==> config.mk <==
export PLATFORM = sky130hd
export DESIGN_NAME = accel_fall_detector_flat
export DESIGN_NICKNAME = d
export VERILOG_FILES = /design/src/rtl/core/afd_pkg.sv /design/src/rtl/core/afd_if.sv /design/src/rtl/core/accel_fall_detector.sv /design/src/rtl/core/afd_cfg.sv /design/src/rtl/core/afd_square.sv /design/src/rtl/core/afd_decide.sv /design/src/flat_wrapper.sv
export SDC_FILE = /design/constraint.sdc
export NUM_CORES = 2
export LEC_CHECK = 0
export BUFFER_PORTS_ARGS = -buffer_cell sky130_fd_sc_hd__buf_2
export CELL_PAD_IN_SITES_DETAIL_PLACEMENT = 1
export CELL_PAD_IN_SITES_GLOBAL_PLACEMENT = 2
export CORE_ASPECT_RATIO = 1.75
export CORE_MARGIN = 2
export CORE_UTILIZATION = 40
export DETAILED_ROUTE_END_ITERATION = 12
export GPL_ROUTABILITY_DRIVEN = 0
export HOLD_SLACK_MARGIN = 0.02
export PLACE_DENSITY = 0.85
export SYNTH_ARGS = -nofsm -noshare
export SYNTH_HDL_FRONTEND = slang
export SYNTH_SLANG_ARGS = --single-unit
export TNS_END_PERCENT = 50
==> constraint.sdc <==
create_clock -name clk -period 18.4 [get_ports clk]
set_clock_uncertainty 0.1 [all_clocks]
set_input_delay 2.76 -clock clk [delete_from_list [all_inputs] [get_ports clk]]
set_output_delay 2.76 -clock clk [all_outputs]
set_load 0.05 [all_outputs]
==> src/rtl/core/afd_pkg.sv <==
// ----------------------------------------------------------------------------
// afd_pkg
// Shared types and constants for the accelerometer fall detector.
// ----------------------------------------------------------------------------
package afd_pkg;

  localparam int AccelW   = 16;
  localparam int TimeW    = 32;
  localparam int FfLevelW = 15;
  localparam int ImpLevelW = 16;
  localparam int TimeoutW = 16;
  localparam int CfgIdxW  = 2;
  localparam int CfgDataW = 16;
  localparam int SqW      = 31;   // square of a 16-bit signed value, up to 2^30
  localparam int MagW     = 32;   // sum of three squares, up to 3 * 2^30
  localparam int Ff2W     = 2 * FfLevelW;
  localparam int Imp2W    = 2 * ImpLevelW;

  localparam logic [FfLevelW-1:0]  FfLevelRst  = 15'd2048;   // 0.5 g
  localparam logic [ImpLevelW-1:0] ImpLevelRst = 16'd12288;  // 3 g
  localparam logic [TimeoutW-1:0]  TimeoutRst  = 16'd2000;
  localparam logic [Ff2W-1:0]      Ff2Rst      = 30'd4194304;
  localparam logic [Imp2W-1:0]     Imp2Rst     = 32'd150994944;

  typedef enum logic [CfgIdxW-1:0] {
    CFG_FREE_FALL = 2'd0,
    CFG_IMPACT    = 2'd1,
    CFG_TIMEOUT   = 2'd2
  } cfg_idx_t;

  // Squared magnitudes of one sample, handed to the decision stage.
  typedef struct packed {
    logic [SqW-1:0]   x2;
    logic [SqW-1:0]   y2;
    logic [SqW-1:0]   z2;
    logic [TimeW-1:0] time_ms;
  } sq_beat_t;

  // Squared thresholds and timeout from the register bank.
  typedef struct packed {
    logic [Ff2W-1:0]     ff2;
    logic [Imp2W-1:0]    imp2;
    logic [TimeoutW-1:0] timeout;
  } thr_t;

endpackage

==> src/rtl/core/afd_if.sv <==
// ----------------------------------------------------------------------------
// afd_if
// Valid/ready channels for sample beats and result beats.
// ----------------------------------------------------------------------------
interface afd_in_if;
  logic                               valid;
  logic                               ready;
  logic signed [afd_pkg::AccelW-1:0]  accel_x;
  logic signed [afd_pkg::AccelW-1:0]  accel_y;
  logic signed [afd_pkg::AccelW-1:0]  accel_z;
  logic        [afd_pkg::TimeW-1:0]   time_ms;

  modport source (output valid, accel_x, accel_y, accel_z, time_ms, input ready);
  modport sink   (input valid, accel_x, accel_y, accel_z, time_ms, output ready);
endinterface

interface afd_out_if;
  logic valid;
  logic ready;
  logic fall_flag;
  logic armed;

  modport source (output valid, fall_flag, armed, input ready);
  modport sink   (input valid, fall_flag, armed, output ready);
endinterface

==> src/rtl/core/accel_fall_detector.sv <==
// ----------------------------------------------------------------------------
// accel_fall_detector
// Free-fall followed by impact detector on raw three-axis accelerometer beats.
// ----------------------------------------------------------------------------
//
//  Channel  Dir  Handshake     Payload
//  in_ch    in   valid/ready   accel_x/y/z (s16), time_ms (u32)
//  out_ch   out  valid/ready   fall_flag (1), armed (1)
//  cfg_*    in   write enable  cfg_index (2), cfg_wdata (16)
//
//  One beat per cycle sustained while out_ch is ready. An accepted sample
//  goes into the input register, then squares, sum, compare and state
//  update run in one pass into the result register.
//  Stalls on out_ch back up through the input register; it refills while the
//  result register drains, so in_ch stays ready whenever a slot is free.
//  Reset (synchronous, active low) disarms, clears the pipeline and restores
//  the levels 2048, 12288 and 2000 ms. The squared thresholds follow a
//  register write in the next cycle.
//
module accel_fall_detector (
  input  logic                          clk,
  input  logic                          rst_n,
  afd_in_if.sink                        in_ch,
  afd_out_if.source                     out_ch,
  input  logic                          cfg_we,
  input  logic [afd_pkg::CfgIdxW-1:0]   cfg_index,
  input  logic [afd_pkg::CfgDataW-1:0]  cfg_wdata
);

  afd_pkg::thr_t     thr;
  afd_pkg::sq_beat_t sq_beat;
  logic              sq_valid;
  logic              dec_ready;

  // Level registers; squared here so the compare needs no square root.
  afd_cfg u_cfg (
    .clk       (clk),
    .rst_n     (rst_n),
    .cfg_we    (cfg_we),
    .cfg_index (cfg_index),
    .cfg_wdata (cfg_wdata),
    .thr       (thr)
  );

  // Capture the sample and square each axis.
  afd_square u_square (
    .clk      (clk),
    .rst_n    (rst_n),
    .in_ch    (in_ch),
    .dn_ready (dec_ready),
    .sq_valid (sq_valid),
    .sq_beat  (sq_beat)
  );

  // Sum the squares, advance the arm/impact/timeout state, hold the result.
  afd_decide u_decide (
    .clk      (clk),
    .rst_n    (rst_n),
    .sq_valid (sq_valid),
    .sq_beat  (sq_beat),
    .thr      (thr),
    .up_ready (dec_ready),
    .out_ch   (out_ch)
  );

endmodule

==> src/rtl/core/afd_cfg.sv <==
// ----------------------------------------------------------------------------
// afd_cfg
// Threshold registers; squares the levels into registered thresholds.
// ----------------------------------------------------------------------------
module afd_cfg (
  input  logic                          clk,
  input  logic                          rst_n,
  input  logic                          cfg_we,
  input  logic [afd_pkg::CfgIdxW-1:0]   cfg_index,
  input  logic [afd_pkg::CfgDataW-1:0]  cfg_wdata,
  output afd_pkg::thr_t                 thr
);

  logic [afd_pkg::FfLevelW-1:0]  ff_r;
  logic [afd_pkg::ImpLevelW-1:0] imp_r;
  logic [afd_pkg::TimeoutW-1:0]  to_r;
  logic [afd_pkg::Ff2W-1:0]      ff2_r;
  logic [afd_pkg::Imp2W-1:0]     imp2_r;

  always_ff @(posedge clk) begin
    if (!rst_n) begin
      ff_r   <= afd_pkg::FfLevelRst;
      imp_r  <= afd_pkg::ImpLevelRst;
      to_r   <= afd_pkg::TimeoutRst;
      ff2_r  <= afd_pkg::Ff2Rst;
      imp2_r <= afd_pkg::Imp2Rst;
    end else begin
      if (cfg_we) begin
        unique case (afd_pkg::cfg_idx_t'(cfg_index))
          afd_pkg::CFG_FREE_FALL: ff_r  <= cfg_wdata[afd_pkg::FfLevelW-1:0];
          afd_pkg::CFG_IMPACT:    imp_r <= cfg_wdata[afd_pkg::ImpLevelW-1:0];
          afd_pkg::CFG_TIMEOUT:   to_r  <= cfg_wdata[afd_pkg::TimeoutW-1:0];
          default: ;  // drop writes beyond the register list
        endcase
      end
      // squares follow the levels in the next cycle
      ff2_r  <= afd_pkg::Ff2W'(ff_r) * afd_pkg::Ff2W'(ff_r);
      imp2_r <= afd_pkg::Imp2W'(imp_r) * afd_pkg::Imp2W'(imp_r);
    end
  end

  assign thr.ff2     = ff2_r;
  assign thr.imp2    = imp2_r;
  assign thr.timeout = to_r;

endmodule

==> src/rtl/core/afd_square.sv <==
// ----------------------------------------------------------------------------
// afd_square
// Input register and per-axis squares for the decision stage.
// ----------------------------------------------------------------------------
module afd_square (
  input  logic              clk,
  input  logic              rst_n,
  afd_in_if.sink            in_ch,
  input  logic              dn_ready,
  output logic              sq_valid,
  output afd_pkg::sq_beat_t sq_beat
);

  logic                              v0_r;
  logic                              en0;
  logic signed [afd_pkg::AccelW-1:0] x_r;
  logic signed [afd_pkg::AccelW-1:0] y_r;
  logic signed [afd_pkg::AccelW-1:0] z_r;
  logic        [afd_pkg::TimeW-1:0]  t_r;
  logic signed [2*afd_pkg::AccelW-1:0] px;
  logic signed [2*afd_pkg::AccelW-1:0] py;
  logic signed [2*afd_pkg::AccelW-1:0] pz;

  assign en0 = !v0_r || dn_ready;
  assign in_ch.ready = en0;

  assign px = x_r * x_r;
  assign py = y_r * y_r;
  assign pz = z_r * z_r;

  always_ff @(posedge clk) begin
    if (!rst_n) begin
      v0_r <= 1'b0;
    end else begin
      if (en0) v0_r <= in_ch.valid;
    end
  end

  always_ff @(posedge clk) begin
    if (en0 && in_ch.valid) begin
      x_r <= in_ch.accel_x;
      y_r <= in_ch.accel_y;
      z_r <= in_ch.accel_z;
      t_r <= in_ch.time_ms;
    end
  end

  always_comb begin
    sq_beat.x2      = px[afd_pkg::SqW-1:0];
    sq_beat.y2      = py[afd_pkg::SqW-1:0];
    sq_beat.z2      = pz[afd_pkg::SqW-1:0];
    sq_beat.time_ms = t_r;
  end

  assign sq_valid = v0_r;

endmodule

==> src/rtl/core/afd_decide.sv <==
// ----------------------------------------------------------------------------
// afd_decide
// Magnitude compare, arm/impact/timeout state, and the result register.
// ----------------------------------------------------------------------------
module afd_decide (
  input  logic              clk,
  input  logic              rst_n,
  input  logic              sq_valid,
  input  afd_pkg::sq_beat_t sq_beat,
  input  afd_pkg::thr_t     thr,
  output logic              up_ready,
  afd_out_if.source         out_ch
);

  logic                          armed_r;
  logic                          armed_nxt;
  logic [afd_pkg::TimeW-1:0]     arm_time_r;
  logic [afd_pkg::TimeW-1:0]     arm_time_nxt;
  logic                          fall_nxt;
  logic                          valid_r;
  logic                          fall_r;
  logic                          adv;
  logic [afd_pkg::MagW-1:0]      mag2;
  logic [afd_pkg::TimeW-1:0]     elapsed;
  logic                          below_ff;
  logic                          above_imp;
  logic                          timed_out;

  assign up_ready = !valid_r || out_ch.ready;
  assign adv      = up_ready && sq_valid;

  assign mag2 = afd_pkg::MagW'(sq_beat.x2) + afd_pkg::MagW'(sq_beat.y2)
              + afd_pkg::MagW'(sq_beat.z2);
  assign below_ff  = mag2 < afd_pkg::MagW'(thr.ff2);
  assign above_imp = mag2 > afd_pkg::MagW'(thr.imp2);
  assign elapsed   = sq_beat.time_ms - arm_time_r;
  assign timed_out = elapsed > afd_pkg::TimeW'(thr.timeout);

  always_comb begin
    armed_nxt    = armed_r;
    arm_time_nxt = arm_time_r;
    fall_nxt     = 1'b0;
    if (!armed_r && below_ff) begin
      armed_nxt    = 1'b1;
      arm_time_nxt = sq_beat.time_ms;
    end else if (armed_r && above_imp) begin
      armed_nxt = 1'b0;
      fall_nxt  = 1'b1;
    end else if (armed_r && timed_out) begin
      armed_nxt = 1'b0;
    end
  end

  always_ff @(posedge clk) begin
    if (!rst_n) begin
      armed_r    <= 1'b0;
      arm_time_r <= '0;
      valid_r    <= 1'b0;
      fall_r     <= 1'b0;
    end else begin
      if (up_ready) valid_r <= sq_valid;
      if (adv) begin
        armed_r    <= armed_nxt;
        arm_time_r <= arm_time_nxt;
        fall_r     <= fall_nxt;
      end
    end
  end

  assign out_ch.valid     = valid_r;
  assign out_ch.fall_flag = fall_r;
  assign out_ch.armed     = armed_r;

  a_fall_disarms: assert property (@(posedge clk) disable iff (!rst_n)
    valid_r && fall_r |-> !armed_r)
    else $error("fall reported while still armed");

  a_arm_records_time: assert property (@(posedge clk) disable iff (!rst_n)
    adv && !armed_r && armed_nxt |=> arm_time_r == $past(sq_beat.time_ms))
    else $error("arm time not recorded on arming");

  a_state_holds_on_stall: assert property (@(posedge clk) disable iff (!rst_n)
    !adv |=> $stable(armed_r) && $stable(arm_time_r))
    else $error("detector state moved without a beat");

  a_fall_needs_armed: assert property (@(posedge clk) disable iff (!rst_n)
    adv && fall_nxt |-> armed_r)
    else $error("fall flagged without prior arming");

endmodule
==> src/flat_wrapper.sv <==
// flat-port wrapper written by rule: the top's interface ports become plain ports
module accel_fall_detector_flat 
  (clk, rst_n, cfg_we, cfg_index, cfg_wdata, in_ch_valid, in_ch_accel_x, in_ch_accel_y, in_ch_accel_z, in_ch_time_ms, in_ch_ready, out_ch_valid, out_ch_fall_flag, out_ch_armed, out_ch_ready);
  afd_in_if in_ch_i ();
  afd_out_if out_ch_i ();
  input  logic clk;
  input  logic rst_n;
  input  logic cfg_we;
  input  logic [afd_pkg::CfgIdxW-1:0] cfg_index;
  input  logic [afd_pkg::CfgDataW-1:0] cfg_wdata;
  input wire logic [$bits(in_ch_i.valid)-1:0] in_ch_valid;
  input wire logic [$bits(in_ch_i.accel_x)-1:0] in_ch_accel_x;
  input wire logic [$bits(in_ch_i.accel_y)-1:0] in_ch_accel_y;
  input wire logic [$bits(in_ch_i.accel_z)-1:0] in_ch_accel_z;
  input wire logic [$bits(in_ch_i.time_ms)-1:0] in_ch_time_ms;
  output wire logic [$bits(in_ch_i.ready)-1:0] in_ch_ready;
  output wire logic [$bits(out_ch_i.valid)-1:0] out_ch_valid;
  output wire logic [$bits(out_ch_i.fall_flag)-1:0] out_ch_fall_flag;
  output wire logic [$bits(out_ch_i.armed)-1:0] out_ch_armed;
  input wire logic [$bits(out_ch_i.ready)-1:0] out_ch_ready;
  assign in_ch_i.valid = in_ch_valid;
  assign in_ch_i.accel_x = in_ch_accel_x;
  assign in_ch_i.accel_y = in_ch_accel_y;
  assign in_ch_i.accel_z = in_ch_accel_z;
  assign in_ch_i.time_ms = in_ch_time_ms;
  assign in_ch_ready = in_ch_i.ready;
  assign out_ch_valid = out_ch_i.valid;
  assign out_ch_fall_flag = out_ch_i.fall_flag;
  assign out_ch_armed = out_ch_i.armed;
  assign out_ch_i.ready = out_ch_ready;
  accel_fall_detector u_core (.clk(clk), .rst_n(rst_n), .in_ch(in_ch_i), .out_ch(out_ch_i), .cfg_we(cfg_we), .cfg_index(cfg_index), .cfg_wdata(cfg_wdata));
endmodule
==> results_dict.tcl <==
set metrics [dict create \
    worstSkewPairLatency_ns 0.66 \
    min_to "u_core.u_cfg.to_r[11]" \
    fin_crit_ns 11.81 \
    cts_setup_buffers 0 \
    via_count 37500 \
    syn_to_final_growth_pct 6.41 \
    wl_mm 145 \
    cts_tree "done" \
    critical_path.max_stage_delay_ns 0.92 \
    cap_violations 0 \
    yosysUniqueCellTypes 71 \
    cts_max_level 1 \
    drtAntennaViolNets 0 \
    grt_pass1_vias 44800 \
    grt_max_degree 73 \
    drt-wirelength-per-cell_um 19.7 \
    slowest_stage "edfxtp_1" \
    min_from "u_core.u_cfg.to_r[11]" \
    async_flop_share_pct 0 \
    rr_endpoint "u_core.u_decide.out_ch.armed" \
    start_util_pct 40.3 \
    endpoint_kind "flop" \
    track_usage_pct 22.9 \
    crit_required_ns 18.88 \
    design.core.area_um2 128000 \
    r2r_cells 41 \
    chipHeight_um 479 \
    ys.flop_type "dfxtp_1" \
    fin_nets 7387 \
    clkTransAtPathRegs_ns 0.08 \
    die_area_um2 132000 \
    critPathArrivalTime_ns 12.29 \
    post-route-period-util_pct 64.2 \
    crit_buf_inv 5 \
    yosysWarnings 0 \
    firstDrtPassIters 5 \
    synth_edf_count 80 \
    overflow 0 \
    synth_cells 5666 \
    synth_seq_cells 223 \
    hold_violations 0 \
    dp.cells 7326 \
    synth_area_leader_cell "fa_1" \
    viasPerCell 5.08 \
    status "finished clean" \
    hold_path.class "reg2reg" \
    rr_startpoint "u_core.u_square.y_r[1]" \
    dpl.hpwl_mm 125 \
    netlist_area_um2 51600 \
    critPathKind "reg2reg" \
    slew_headroom_pct 26.4 \
    postSynthAreaPerCell_um2 9.11 \
    fmax_ghz 0.0846 \
    io_pins 107 \
    reg2reg_setup_slack_ns 6.59 \
    cp_max_fo 20 \
    cts_hold_buf 0 \
    cts-root-buf "clkbuf_16" \
    cts_resized 0 \
    setup_viol_count_final 0 \
    rsz0062_at_grt "false" \
    max_slew.worst_pin.slew_ns 1.10 \
    grt_pass1_wl_mm 234 \
    cts_buffers 28 \
    cpLargestDelayFamily "adder cells" \
    synth_top_area_share_pct 39.9 \
    clockBufferDepth 3 \
    start_kind "flop" \
    fillers 14900 \
    drive_above_1_share_pct 3.82 \
    io_buffers 106 \
    stdcell_count 7379 \
    slew_viol_final 0 \
    setup_tns_ns 0 \
    yosysSeqAreaShare_pct 10.2 \
    drt_iter0_drc 1024 \
    whs_path_depth 2 \
    synth.net_count 7369 \
    rows 174 \
    antenna_found_initial 4 \
    ys_top_cells_by_area "fa_1 (40%), ha_1 (14%), inv_1 (11%)" \
    drc 0 \
    cts_num_sinks 223 \
    path_common_cell "fa_1" \
    die_width_um 276 \
]
==> cells in the final DEF, fill, tap and decap left out, types with 18 or more instances in the layout <==
master and count:
a211oi_1 28, a21o_1 79, a21oi_1 224, a31oi_1 18
and2_1 241, and3_1 20, buf_2 106, buf_4 20
clkbuf_16 30, dfxtp_1 143, edfxtp_1 80, fa_1 1028
ha_1 572, inv_1 1551, nand2_1 504, nand2b_1 48
nand3_1 81, nand4_1 29, nor2_1 218, nor2b_1 33
nor3_1 44, o211ai_1 24, o21a_1 24, o21ai_0 95
o21bai_1 27, o31ai_1 38, or2_2 21, xnor2_1 141
xor2_1 94
==> synth_stat cells, drive strengths merged, types with 10 or more instances <==
cell and instances:
dfxtp 143, nand4 29, clkbuf 128, nor2b 34, ha 572, a21oi 225, and2 242, nand2 504
xnor2 141, and3 20, edfxtp 80, o21bai 27, a31oi 18, or2 21, o211ai 24, xor2 94
a211oi 29, buf 10, fa 1028, o21a 24, a211o 10, nor3 45, nand2b 48, inv 1552
nor2 218, o31ai 38, nand3 81, o21ai 97, a21o 79
==> worst max path at each step <==
stage / endpoint / depth (start not counted) / slack, ns / start
final: u_core.u_decide.out_ch.armed / 41 / 6.59 / u_core.u_square.y_r[1]
after global routing: u_core.u_decide.out_ch.armed / 38 / 5.83 / u_core.u_square.y_r[6]
after CTS: u_core.u_decide.out_ch.armed / 41 / 6.52 / u_core.u_square.y_r[1]
after detailed placement: u_core.u_decide.out_ch.armed / 41 / 6.58 / u_core.u_square.y_r[1]
after global placement: u_core.u_decide.out_ch.armed / 38 / 6.74 / u_core.u_square.y_r[1]
after floorplan: u_core.u_decide.out_ch.armed / 43 / 8.56 / u_core.u_square.x_r[1]
==> cell type report <==
class / count / area, um^2 / area share, %
multi-input combinational: 3753 / 40000 / 72.8
tap: 1672 / 2090 / 3.81
timing repair buffer: 126 / 681 / 1.24
clock inverter: 18 / 259 / 0.472
clock buffer: 34 / 786 / 1.43
sequential: 223 / 5270 / 9.59
antenna: 1 / 2.50 / 0.00456
inverter: 1552 / 5830 / 10.6
==> state kept, by name, indices dropped and copies added (netlist names), 15 cells and up <==
register / cells
u_core.u_square.t_r: 32
u_core.u_decide.arm_time_r: 32
u_core.u_square.z_r: 16
u_core.u_cfg.imp2_r: 31
u_core.u_cfg.to_r: 16
u_core.u_cfg.imp_r: 16
u_core.u_cfg.ff_r: 15
u_core.u_cfg.ff2_r: 29
u_core.u_square.y_r: 16
u_core.u_square.x_r: 16
==> cells by family after synthesis <==
family	after synthesis	share of synthesized area [%]
DFF	223	10.2
xor gates and xnor gates	235	3.99
and+or+nand+nor	1277	11.8
buffers and inverters	1690	12.3
muxes	4	0.0873
adders and majority gates	1600	53.7
AOI/OAI and AO/OA	637	7.91
==> worst register-to-register path: cells and delay by family, from the launching register on <==
kind / cells / cell delay (ns)
AOI/OAI and AO/OA: 14 / 3.26
xor gates and xnor gates: 2 / 0.51
adders and majority gates: 10 / 4.56
buffers and inverters: 5 / 0.46
DFF: 1 / 0.92
and+or+nand+nor: 10 / 1.92
==> metal layers <==
metal / global-route usage [%] / vias up / wire [um]
met3: 1.70 / 365 / 2910
met4: 12.7 / 2 / 9520
li1: - / 17200 / -
met1: 21.7 / 19300 / 47800
met2: 46.8 / 543 / 85200
met5: 0 / - / 13
==> metrics by stage <==
| step | utilization (%) | setup slack [ns] | hold WS [ns] | cell area, um^2 |
|---|---|---|---|---|
| CTS | 42.8 | 6.52 | 0.362 | 54900 |
| global placement | 42.0 | 6.74 | 0.346 | 53900 |
| finish | 42.8 | 6.59 | 0.363 | 54900 |
| detailed placement | 42.0 | 6.58 | 0.353 | 53900 |
| floorplan | - | 8.56 | 0.336 | 51600 |
| global route | 42.8 | 5.83 | 0.390 | 54900 |
Power is not shown: default switching activity piles up to over one toggle a cycle in this logic, so the estimate is an artifact.
